**src/design/mbw_pkg.sv**
```systemverilog
// Shared types, codes and helper functions of the maze walker.
package mbw_pkg;

	// Operation codes of an input item
	typedef logic [1:0] mbw_op_t;
	localparam mbw_op_t OP_START = 2'd0;
	localparam mbw_op_t OP_STEP  = 2'd1;
	localparam mbw_op_t OP_READ  = 2'd2;

	// Result status codes
	localparam logic [2:0] RS_STARTED     = 3'd0;
	localparam logic [2:0] RS_ADVANCED    = 3'd1;
	localparam logic [2:0] RS_BACKTRACKED = 3'd2;
	localparam logic [2:0] RS_FINISHED    = 3'd3;
	localparam logic [2:0] RS_READ_DONE   = 3'd4;

	// Configuration register indexes
	localparam logic REG_COLUMNS = 1'b0;
	localparam logic REG_ROWS    = 1'b1;

	// Cell entry: bit4 visited, bits 3:0 walls (bit0 top, bit1 right, bit2 bottom, bit3 left)
	localparam logic [3:0] WALLS_ALL  = 4'hF;
	localparam logic [4:0] VISIT_MASK = 5'h10;

	// Neighbour directions in search order
	localparam logic [1:0] DIR_UP    = 2'd0;
	localparam logic [1:0] DIR_LEFT  = 2'd1;
	localparam logic [1:0] DIR_DOWN  = 2'd2;
	localparam logic [1:0] DIR_RIGHT = 2'd3;

	typedef enum logic [4:0] {
		ST_INIT,
		ST_IDLE,
		ST_MUL,
		ST_DIV_START,
		ST_WAIT_START,
		ST_WIPE,
		ST_DIV_STEP,
		ST_WAIT_STEP,
		ST_VISIT,
		ST_NB_RD,
		ST_NB_EVAL,
		ST_PICK,
		ST_PUSH,
		ST_MOVE,
		ST_POP,
		ST_RES_RD,
		ST_EMIT
	} mbw_state_t;

	// Commands from controller to datapath
	typedef struct packed {
		logic accept;
		logic clr_step;
		logic mul;
		logic div_go;
		logic div_step;
		logic set_start;
		logic rd_cur;
		logic visit;
		logic nb_rd;
		logic nb_eval;
		logic pick;
		logic push;
		logic move;
		logic pop_rd;
		logic pop;
		logic finish;
		logic res_rd;
		logic emit;
	} mbw_cmd_t;

	// Status from datapath to controller
	typedef struct packed {
		logic done;
		logic clr_last;
		logic div_done;
		logic nb_last;
		logic n_zero;
		logic depth_zero;
		logic out_free;
	} mbw_sts_t;

	// Wall of the current cell that a move in direction d opens
	function automatic logic [3:0] here_wall(input logic [1:0] d);
		logic [3:0] w;
		case (d)
			DIR_UP:    w = 4'h1;
			DIR_LEFT:  w = 4'h8;
			DIR_DOWN:  w = 4'h4;
			DIR_RIGHT: w = 4'h2;
			default:   w = 4'h0;
		endcase
		return w;
	endfunction

	// Wall of the entered cell that a move in direction d opens
	function automatic logic [3:0] there_wall(input logic [1:0] d);
		logic [3:0] w;
		case (d)
			DIR_UP:    w = 4'h4;
			DIR_LEFT:  w = 4'h2;
			DIR_DOWN:  w = 4'h1;
			DIR_RIGHT: w = 4'h8;
			default:   w = 4'h0;
		endcase
		return w;
	endfunction

	// r mod 3: base-4 digit sum (4 = 1 mod 3), then fold
	function automatic logic [1:0] mod3(input logic [7:0] r);
		logic [3:0] s;
		s = {2'b00, r[1:0]} + {2'b00, r[3:2]} + {2'b00, r[5:4]} + {2'b00, r[7:6]};
		if (s >= 4'd12)
			s = s - 4'd12;
		else if (s >= 4'd9)
			s = s - 4'd9;
		else if (s >= 4'd6)
			s = s - 4'd6;
		else if (s >= 4'd3)
			s = s - 4'd3;
		return s[1:0];
	endfunction

	// Candidate index: r mod n for n in 1..4
	function automatic logic [1:0] pick_index(input logic [7:0] r, input logic [2:0] n);
		logic [1:0] k;
		case (n)
			3'd2:    k = {1'b0, r[0]};
			3'd3:    k = mod3(r);
			3'd4:    k = r[1:0];
			default: k = 2'd0;
		endcase
		return k;
	endfunction

endpackage

```
**src/design/mbw_regs.sv**
```systemverilog
// APB configuration registers: grid column and row counts.
module mbw_regs import mbw_pkg::*; #(
	parameter int MAX_COLUMNS = 64,
	parameter int MAX_ROWS    = 64
) (
	input  logic        clk,
	input  logic        arst_n,
	input  logic        psel,
	input  logic        penable,
	input  logic        pwrite,
	input  logic [2:0]  paddr,
	input  logic [31:0] pwdata,
	output logic [31:0] prdata,
	output logic        pready,
	output logic [6:0]  cols,
	output logic [6:0]  rows
);
	localparam logic [6:0] COLS_RST = (MAX_COLUMNS < 64) ? 7'(MAX_COLUMNS) : 7'd64;
	localparam logic [6:0] ROWS_RST = (MAX_ROWS < 64) ? 7'(MAX_ROWS) : 7'd64;

	logic [6:0] cols_q;
	logic [6:0] rows_q;
	logic       wr_en;

	// zero counts as one, above the maximum counts as the maximum
	function automatic logic [6:0] clamp7(input logic [6:0] v, input int unsigned mx);
		logic [6:0] r;
		if (v == 7'd0)
			r = 7'd1;
		else if (32'(v) > mx)
			r = 7'(mx);
		else
			r = v;
		return r;
	endfunction

	assign wr_en  = psel && penable && pwrite;
	assign pready = 1'b1;

	always_ff @(posedge clk or negedge arst_n) begin
		if (!arst_n) begin
			cols_q <= COLS_RST;
			rows_q <= ROWS_RST;
		end else if (wr_en) begin
			if (paddr[2] == REG_COLUMNS)
				cols_q <= clamp7(pwdata[6:0], MAX_COLUMNS);
			else
				rows_q <= clamp7(pwdata[6:0], MAX_ROWS);
		end
	end

	// read back
	always_comb begin
		if (paddr[2] == REG_ROWS)
			prdata = {25'd0, rows_q};
		else
			prdata = {25'd0, cols_q};
	end

	assign cols = cols_q;
	assign rows = rows_q;
endmodule

```
**config.mk**
```make
export PLATFORM = sky130hd
export DESIGN_NAME = mbw_regs
export DESIGN_NICKNAME = d
export VERILOG_FILES = /design/src/design/mbw_pkg.sv /design/src/design/mbw_regs.sv
export SDC_FILE = /design/constraint.sdc
export NUM_CORES = 1
export LEC_CHECK = 0
export BUFFER_PORTS_ARGS = -buffer_cell sky130_fd_sc_hd__buf_2
export CORE_MARGIN = 5
export CORE_UTILIZATION = 38
export DETAILED_ROUTE_END_ITERATION = 10
export PLACE_DENSITY_LB_ADDON = 0.08
export SETUP_SLACK_MARGIN = 0.5
export SKIP_CTS_REPAIR_TIMING = 1
export SYNTH_ARGS = -nofsm -noshare
export SYNTH_HDL_FRONTEND = slang
export SYNTH_SLANG_ARGS = --single-unit
```
**constraint.sdc**
```tcl
create_clock -name clk -period 1.9 [get_ports clk]
set_clock_uncertainty 0.15 [all_clocks]
set_input_delay 0 -clock clk [delete_from_list [all_inputs] [get_ports clk]]
set_output_delay 0 -clock clk [all_outputs]
set_load 0.02 [all_outputs]
```
==> impl_metrics.py <==
metrics = {
    "setup_path": {
        "path_cells": "dlygate4sd3_1 > buf_2 > nand2b_1 > dlygate4sd3_1 > o21ai_1",
        "crit_fanout": 2,
        "critPathMaxStageDelay_ns": 0.58,
        "cp_num_buf_inv": 3,
        "required_ns": 1.91,
        "endpoint_kind": "register",
        "cp_common_cell": "dlygate4sd3_1",
        "cp_data_arrival_time_ns": 1.39,
        "cp_slowest_cell": "dlygate4sd3_1",
        "critPathTopFamily": "buffers and inverters",
        "worstSetupPathType": "in2reg",
        "start_kind": "input port",
    },
    "synthesis": {
        "syn_area_sq_um": 895.9,
        "synth_seq_cells": 14,
        "avgSynthCellArea_sq_um": 9.954,
        "synth-seq-area-share": 0.3939,
        "synthTopCellsByArea": "dfrtp_1, buf_4, mux2_2, dfstp_2, o21ai_1",
        "async_flop_share": 1.000,
        "synth_ff_type": "dfrtp_1",
        "synth_top_cell_area_share": 0.3352,
        "synth.most_common_cell": "buf_4",
        "synthTopCellsByCount": "buf_4, dfrtp_1, nand2_1",
        "yosys.area.top_type": "dfrtp_1",
        "yosysWarningCount": 0,
        "postSynthCellCount": 90,
        "synth_edf_count": 0,
        "synthDistinctLibCells": 20,
    },
    "placed_design": {
        "place_area_sq_um": 969.7,
        "place_ws_ns": 0.6548,
        "hpwl_um": 1396,
        "place_congestion": 0.6684,
        "port_buffers": 33,
    },
    "clocking": {
        "clock_path_buffers": 2,
        "cts_root_buf": "clkbuf_4",
        "numCtsBuffers": 3,
        "cts_tree": "built",
        "htreeDepth": 1,
        "clock_latency_ns": 0.28,
        "clkTransAtPathRegs_ns": 0.09,
        "cts.sinks": 14,
    },
    "layout": {
        "final_area_sq_um": 1156,
        "utilization": 0.5176,
        "layout.nets": 178,
        "seq_area_sq_um": 352.8,
        "fillers": 229,
        "drive_gt1_frac": 0.3723,
        "area_growth_pct": 29.05,
        "antenna_cells": 0,
        "multiInputGateArea_sq_um": 416.7,
    },
    "sta": {
        "hold_violations": 17,
        "period_needed_ns": 1.376,
        "holdWs_ns": -0.01829,
        "fin_crit_sh": 0.7243,
        "timing.fmax_ghz": 0.7266,
        "slew_viol_final": 0,
        "rsz0062_at_grt": "no",
        "setup_viol": 0,
        "setup_slack_ns": 0.5238,
        "setup_tns_ns": 0,
    },
    "status": {
        "violations": "hold timing",
        "outcome": "complete, but fails checks",
    },
    "floorplan": {
        "start_util": 0.4011,
        "coreArea_sq_um": 2233,
        "dieHeight_um": 58.56,
        "die-area_sq_um": 3429,
        "rows": 17,
        "die_w_um": 58.56,
        "boundaryPins": 87,
    },
    "drt": {
        "viasPerCell": 4.200,
        "wire_per_inst_um": 12.38,
        "wl_met1_um": 828,
        "vias": 693,
        "dr.pass1.iters": 4,
        "drt_iter0_drc": 6,
        "top_layer_used": "met4",
        "route.detailed.drc": 0,
        "dr_wl_met2_um": 1019,
        "routed-wl-met3_um": 175,
        "drt_wl_total_um": 2043,
        "ant_nets": 0,
    },
    "global_routing": {
        "grt_overflow_total": 0,
        "grt_antenna_before_repair": 0,
        "grt_max_degree": 15,
        "grt_pass1_wl_um": 2760,
        "grt_pass1_vias": 580,
        "track_usage": 0.1059,
    },
    "pwr": {
        "leakagePower_uw": 0.0006188,
        "cellPowerDensity_nw_per_um2": 820.8,
        "max-vdd-ir-drop_mv": 0.4561,
    },
    "job": {
        "cap_violations": 0,
    },
    "hold_path": {
        "hp-class": "in2async",
    },
}
==> stage by stage <==
step | cells | power, uW
after floorplan | 114 | 648.6
after global placement | 146 | 710.6
after detailed placement | 146 | 714.2
after CTS | 150 | 934.5
after global routing | 165 | 1004
final | 165 | 948.9
==> flip-flops by register name, indices dropped and copies added (netlist names) <==
name,flops
rows,7
cols,7
==> power by group <==
group	internal, uW	switching, uW
logic	128	222
registers	351	33.5
clock network	117	98.0
total	596	353
==> placed cells by master (no fill, tap or decap), drive strengths merged, types with 2 or more instances in the layout <==
cell type	count
dfstp	2
dfrtp	12
clkbuf	4
nand2b	5
buf	33
conb	26
mux2	9
o31ai	2
dlygate4sd3	15
nand2	12
o21ai	10
==> layout make-up <==
type | count | share of cell area
clock buffer | 4 | 0.03139
multi-input combinational | 71 | 0.3604
sequential | 14 | 0.3052
tap | 28 | 0.03030
timing repair buffer | 48 | 0.2727
==> cells by family after synthesis <==
logic type	after synthesis	share of synthesized area
buffers and inverters	29	0.2416
AND/OR/NAND/NOR	23	0.1606
flip-flops	14	0.3939
AO/OA/AOI/OAI	13	0.07820
multiplexers	9	0.1173
other	2	0.008383
==> final timing paths <==
| kind | end | slack, ns | cells past startpoint | from |
|---|---|---|---|---|
| worst max-delay path | rows[5]$_DFFE_PN0P_ | 0.52 | 5 | pwdata[5] |
| worst min-delay path | rows[5]$_DFFE_PN0P_ | -0.02 | 2 | arst_n |
| worst max register to register | cols[6]$_DFFE_PN1P_ | 1.01 | 1 | cols[6]$_DFFE_PN1P_ |
| worst min register to register | rows[2]$_DFFE_PN0P_ | 0.36 | 2 | rows[2]$_DFFE_PN0P_ |
| max in group asynchronous | cols[6]$_DFFE_PN1P_ | 1.33 | 2 | arst_n |
| min in group clk | cols[2]$_DFFE_PN0P_ | -0.01 | 3 | psel |
==> per-layer routing <==
| metal | vias to the layer above | GRT usage |
|---|---|---|
| li1 | 341 | - |
| met3 | 2 | 0.02632 |
| met4 | 0 | 0.05960 |
| met5 | - | 0 |
| met1 | 315 | 0.1361 |
| met2 | 35 | 0.1611 |
Power figures use the tool's default switching activity.
