$ cat config.mk
export PLATFORM = sky130hd
export DESIGN_NAME = mbw_ctrl
export DESIGN_NICKNAME = d
export VERILOG_FILES = /design/src/design/mbw_pkg.sv /design/src/design/mbw_ctrl.sv
export SDC_FILE = /design/constraint.sdc
export NUM_CORES = 1
export LEC_CHECK = 0
export ABC_AREA = 0
export BUFFER_PORTS_ARGS = -buffer_cell sky130_fd_sc_hd__buf_2
export CORE_MARGIN = 3
export CORE_UTILIZATION = 44
export CTS_CLUSTER_SIZE = 8
export DETAILED_ROUTE_END_ITERATION = 7
export GPL_TIMING_DRIVEN = 1
export PLACE_DENSITY = 0.76
export SETUP_SLACK_MARGIN = 0.02
export SLEW_MARGIN = 20
export SYNTH_ARGS = -nofsm -noshare
export SYNTH_HDL_FRONTEND = slang
export SYNTH_SLANG_ARGS = --single-unit
$ cat constraint.sdc
create_clock -name clk -period 2.4 [get_ports clk]
set_input_delay 0.12 -clock clk [delete_from_list [all_inputs] [get_ports clk]]
set_output_delay 0.12 -clock clk [all_outputs]
set_load 0.02 [all_outputs]
$ cat src/design/mbw_pkg.sv
// Shared types, codes and helper functions of the maze walker.
package mbw_pkg;

	// Operation codes of an input item
	typedef logic [1:0] mbw_op_t;
	localparam mbw_op_t OP_START = 2'd0;
	localparam mbw_op_t OP_STEP  = 2'd1;
	localparam mbw_op_t OP_READ  = 2'd2;

	// Result status codes
	localparam logic [2:0] RS_STARTED     = 3'd0;
	localparam logic [2:0] RS_ADVANCED    = 3'd1;
	localparam logic [2:0] RS_BACKTRACKED = 3'd2;
	localparam logic [2:0] RS_FINISHED    = 3'd3;
	localparam logic [2:0] RS_READ_DONE   = 3'd4;

	// Configuration register indexes
	localparam logic REG_COLUMNS = 1'b0;
	localparam logic REG_ROWS    = 1'b1;

	// Cell entry: bit4 visited, bits 3:0 walls (bit0 top, bit1 right, bit2 bottom, bit3 left)
	localparam logic [3:0] WALLS_ALL  = 4'hF;
	localparam logic [4:0] VISIT_MASK = 5'h10;

	// Neighbour directions in search order
	localparam logic [1:0] DIR_UP    = 2'd0;
	localparam logic [1:0] DIR_LEFT  = 2'd1;
	localparam logic [1:0] DIR_DOWN  = 2'd2;
	localparam logic [1:0] DIR_RIGHT = 2'd3;

	typedef enum logic [4:0] {
		ST_INIT,
		ST_IDLE,
		ST_MUL,
		ST_DIV_START,
		ST_WAIT_START,
		ST_WIPE,
		ST_DIV_STEP,
		ST_WAIT_STEP,
		ST_VISIT,
		ST_NB_RD,
		ST_NB_EVAL,
		ST_PICK,
		ST_PUSH,
		ST_MOVE,
		ST_POP,
		ST_RES_RD,
		ST_EMIT
	} mbw_state_t;

	// Commands from controller to datapath
	typedef struct packed {
		logic accept;
		logic clr_step;
		logic mul;
		logic div_go;
		logic div_step;
		logic set_start;
		logic rd_cur;
		logic visit;
		logic nb_rd;
		logic nb_eval;
		logic pick;
		logic push;
		logic move;
		logic pop_rd;
		logic pop;
		logic finish;
		logic res_rd;
		logic emit;
	} mbw_cmd_t;

	// Status from datapath to controller
	typedef struct packed {
		logic done;
		logic clr_last;
		logic div_done;
		logic nb_last;
		logic n_zero;
		logic depth_zero;
		logic out_free;
	} mbw_sts_t;

	// Wall of the current cell that a move in direction d opens
	function automatic logic [3:0] here_wall(input logic [1:0] d);
		logic [3:0] w;
		case (d)
			DIR_UP:    w = 4'h1;
			DIR_LEFT:  w = 4'h8;
			DIR_DOWN:  w = 4'h4;
			DIR_RIGHT: w = 4'h2;
			default:   w = 4'h0;
		endcase
		return w;
	endfunction

	// Wall of the entered cell that a move in direction d opens
	function automatic logic [3:0] there_wall(input logic [1:0] d);
		logic [3:0] w;
		case (d)
			DIR_UP:    w = 4'h4;
			DIR_LEFT:  w = 4'h2;
			DIR_DOWN:  w = 4'h1;
			DIR_RIGHT: w = 4'h8;
			default:   w = 4'h0;
		endcase
		return w;
	endfunction

	// r mod 3: base-4 digit sum (4 = 1 mod 3), then fold
	function automatic logic [1:0] mod3(input logic [7:0] r);
		logic [3:0] s;
		s = {2'b00, r[1:0]} + {2'b00, r[3:2]} + {2'b00, r[5:4]} + {2'b00, r[7:6]};
		if (s >= 4'd12)
			s = s - 4'd12;
		else if (s >= 4'd9)
			s = s - 4'd9;
		else if (s >= 4'd6)
			s = s - 4'd6;
		else if (s >= 4'd3)
			s = s - 4'd3;
		return s[1:0];
	endfunction

	// Candidate index: r mod n for n in 1..4
	function automatic logic [1:0] pick_index(input logic [7:0] r, input logic [2:0] n);
		logic [1:0] k;
		case (n)
			3'd2:    k = {1'b0, r[0]};
			3'd3:    k = mod3(r);
			3'd4:    k = r[1:0];
			default: k = 2'd0;
		endcase
		return k;
	endfunction

endpackage

$ cat src/design/mbw_ctrl.sv
// Controller state machine sequencing start, step and read items.
module mbw_ctrl import mbw_pkg::*; (
	input  logic     clk,
	input  logic     arst_n,
	input  logic     in_valid,
	input  mbw_op_t  in_op,
	input  mbw_sts_t sts,
	output mbw_cmd_t cmd,
	output logic     in_ready
);
	mbw_state_t state_q;
	mbw_state_t state_d;

	always_ff @(posedge clk or negedge arst_n) begin
		if (!arst_n)
			state_q <= ST_INIT;
		else
			state_q <= state_d;
	end

	// next state
	always_comb begin
		state_d = state_q;
		case (state_q)
			ST_INIT: begin
				if (sts.clr_last)
					state_d = ST_IDLE;
			end
			ST_IDLE: begin
				if (in_valid) begin
					case (in_op)
						OP_START: state_d = ST_MUL;
						OP_STEP:  state_d = sts.done ? ST_RES_RD : ST_DIV_STEP;
						OP_READ:  state_d = ST_RES_RD;
						default:  state_d = ST_IDLE;
					endcase
				end
			end
			ST_MUL:        state_d = ST_DIV_START;
			ST_DIV_START:  state_d = ST_WAIT_START;
			ST_WAIT_START: begin
				if (sts.div_done)
					state_d = ST_WIPE;
			end
			ST_WIPE: begin
				if (sts.clr_last)
					state_d = ST_RES_RD;
			end
			ST_DIV_STEP:   state_d = ST_WAIT_STEP;
			ST_WAIT_STEP: begin
				if (sts.div_done)
					state_d = ST_VISIT;
			end
			ST_VISIT:      state_d = ST_NB_RD;
			ST_NB_RD:      state_d = ST_NB_EVAL;
			ST_NB_EVAL:    state_d = sts.nb_last ? ST_PICK : ST_NB_RD;
			ST_PICK: begin
				if (!sts.n_zero)
					state_d = ST_PUSH;
				else if (!sts.depth_zero)
					state_d = ST_POP;
				else
					state_d = ST_RES_RD;
			end
			ST_PUSH:       state_d = ST_MOVE;
			ST_MOVE:       state_d = ST_RES_RD;
			ST_POP:        state_d = ST_RES_RD;
			ST_RES_RD:     state_d = ST_EMIT;
			ST_EMIT: begin
				if (sts.out_free)
					state_d = ST_IDLE;
			end
			default:       state_d = ST_INIT;
		endcase
	end

	// commands
	always_comb begin
		cmd      = '0;
		in_ready = 1'b0;
		case (state_q)
			ST_INIT:       cmd.clr_step = 1'b1;
			ST_IDLE: begin
				in_ready   = 1'b1;
				cmd.accept = in_valid;
			end
			ST_MUL:        cmd.mul = 1'b1;
			ST_DIV_START:  cmd.div_go = 1'b1;
			ST_WAIT_START: cmd.set_start = sts.div_done;
			ST_WIPE:       cmd.clr_step = 1'b1;
			ST_DIV_STEP: begin
				cmd.div_go   = 1'b1;
				cmd.div_step = 1'b1;
			end
			ST_WAIT_STEP:  cmd.rd_cur = sts.div_done;
			ST_VISIT:      cmd.visit = 1'b1;
			ST_NB_RD:      cmd.nb_rd = 1'b1;
			ST_NB_EVAL:    cmd.nb_eval = 1'b1;
			ST_PICK: begin
				if (!sts.n_zero)
					cmd.pick = 1'b1;
				else if (!sts.depth_zero)
					cmd.pop_rd = 1'b1;
				else
					cmd.finish = 1'b1;
			end
			ST_PUSH:       cmd.push = 1'b1;
			ST_MOVE:       cmd.move = 1'b1;
			ST_POP:        cmd.pop = 1'b1;
			ST_RES_RD:     cmd.res_rd = 1'b1;
			ST_EMIT:       cmd.emit = sts.out_free;
			default:       cmd = '0;
		endcase
	end
endmodule

==> results.md <==
- Startpoint Class: flop
- Biggest register: state_q
- Cell variety after synth: 41
- Cell Rows: 13
- CTS clk-pin slew, worst paths: 0.04 ns
- Ports: 31
- Worst EP required: 2.54 ns
- GP Congestion: 0.7833
- GRT Resource Usage Total: 0.1773
- Max stage delay cell, worst path: dfrtp_1
- CTS tree: built
- Fin area: 844.6 um^2
- Seq pwr share: 0.255
- Via count: 735
- Top delay family on crit path: flip-flops
- Vias in the first global route: 642
- GRT overflow: 0
- Status: complete, no violations
- CTS Buf Count: 3
- First-pass GRT wire length: 2760 um
- Max reg flops: 5
- Arrival @ worst endpoint: 2.11 ns
- Rel. slew slack: 0.6151
- Placed cell areas: 808.3 um^2
- Max-slew violation count: 0
- Tightest Pin Transition: 0.5774 ns
- Top cells by count, synth: nor2_1 (12), nor3_1 (7), nand2_1 (6)
- Syn Area/Cell: 7.880 um^2
- Initial antenna violation count: 0
- Worst Skew: 0.004544 ns
- Clock tree buffer depth: 2
- Most frequent cell after synthesis: nor2_1
- Critical path class: reg2reg
- Async SR Flop Fraction: 1.000
- Synth-to-layout area growth: 27.60%
- Leakage Power: 0.0004335 uW
- Initial core utilization: 0.4903
- Post-synth EDFFs: 0
- Die H: 44.79 um
- Mapped Area: 661.9 um^2
- Switching share of total power: 0.5277
- Clock network fraction of total power: 0.085
- Comb pwr share: 0.660
- Largest net degree at the start of global routing: 19
- Yosys warns: 0
- Mapped Cells: 84
- Clock Latency Late Sink: 0.24 ns
- Biggest regs: state_q x5
- Unrepaired setup endpoints after global routing: false
- Tmin final: 1.961 ns
- WP buf/inv: 0
- Post-DP HPWL: 1324 um
- Diode count: 0
- CORE AREA: 0.001350 mm^2
- DR pass1 iterations: 4
- Die ar.: 0.002006 mm^2
- Hold Slack: 0.2233 ns
- Layout cells sized above 1: 0.3684
- MaxCap Viol Count: 0
- Max VDD drop: 0.5691 mV
- PortBufs: 30
- Total power: 1138 uW
- Worst path max stage delay: 0.70 ns
- Worst-path cell chain: xor2_1, nor4b_4, or4_1, a22oi_1
- Pwr dens: 1347 mW/mm^2
- Sequential-to-total area share from yosys stat: 0.1890
- Setup TNS Final: 0 ns
- CP max FO: 18
- Ys flop type: dfrtp_1
- Synth top area cells: dfrtp_1 (19%), nor2_1 (6.8%), nor3_1 (5.3%)
- Total Wirelength: 1709 um
- Wire per inst: 13.25 um
- Final period util: 0.8170
- CP endpoint kind: flop
- Hold Crit Class: in2async
- Final Net Count: 129
- Switch Pwr: 600.5 uW
- Syn nets: 98
- Via/cell ratio: 5.698
- Cell Int Power: 537.5 uW
- Htree depth: 1
- Yosys top cell area share: 0.1890
- Drt drc: 0
- Max Freq: 0.5100 GHz
- Setup bufs post-CTS: 0
- Antenna viol nets, final: 0
- Synth area leader: dfrtp_1
- Hold Fails Final Rpt: 0
- Starting DRT DRC Count: 8
- Register bit total from synthesis: 5
- Die X-Extent: 44.79 um
- Clk sinks: 5
- Endpoints failing setup: 0
- Root buf cell: clkbuf_4
## cell usage in the layout, fill, tap and decap left out, drive strengths merged, types with 4 or more instances in the layout
cell type,count
buf,32
nor2,12
nor3,8
nand2,6
dfrtp,5
nand2b,4
and3,4
clkbuf,4
## power groups by stage
stage                     registers [uW]  clock network [uW]  logic (uW)
after floorplan                      162                   0         704
after global placement               276                   0         744
after detailed placement             281                   0         748
after CTS                            280                 101         757
after global routing                 300                 109         825
final                                290                96.5         752
## kinds of logic (layout without fill, tap and decap cells)
family,count (synthesis),in the layout,share of synthesized area
muxes,1,1,0.02268
xor gates and xnor gates,2,2,0.02647
and+or+nand+nor,50,50,0.4650
buffers and inverters,9,39,0.06806
adders and majority gates,2,2,0.03780
DFF,5,5,0.1890
AOI/OAI and AO/OA,15,15,0.1910
## path summary, 6_finish.rpt
check	from	end	slack [ns]	depth (start not counted)
min	arst_n	state_q[1]	0.22	2
max	state_q[0]	state_q[2]	0.44	4
min in group clk	sts[0]	state_q[4]	0.27	3
min reg2reg	state_q[1]	state_q[1]	0.75	1
max in group asynchronous	arst_n	state_q[2]	2.04	2
max reg2reg	state_q[0]	state_q[2]	0.44	4
## routing by layer
layer	up-vias	routed length, um	track usage
met5	-	0	0
li1	370	-	-
met4	0	0	0
met2	25	806	0.2779
met1	340	796	0.2597
met3	0	106	0.04781
## metrics by stage
stage	util	setup WS (ns)	std cells
2_1_floorplan	-	0.7060	84
3_3_place_gp	0.5987	0.5407	124
3_5_place_dp	0.5987	0.4829	124
4_1_cts	0.6256	0.4675	129
5_1_grt	0.6256	0.3701	129
6_report	0.6256	0.4391	129
## worst reg2reg max path: stages, from the launching register on
cell and delay (ns):
dfrtp_1 0.70, xor2_1 0.37, nor4b_4 0.10, or4_1 0.48
a22oi_1 0.22
## cell type report
type                       count  area (um^2)
clock buffer                   4        26.28
fill                         132        505.5
inverter                       2        7.507
multi-input combinational     70        491.7
sequential                     5        125.1
tap                           15        18.77
timing repair buffer          33        175.2
## what timing repair did
item	CTS	global route
hold buffers	1	0
hold endpoints to repair	5	0
resized for setup	0	0
(Power assumes the default switching activity.)
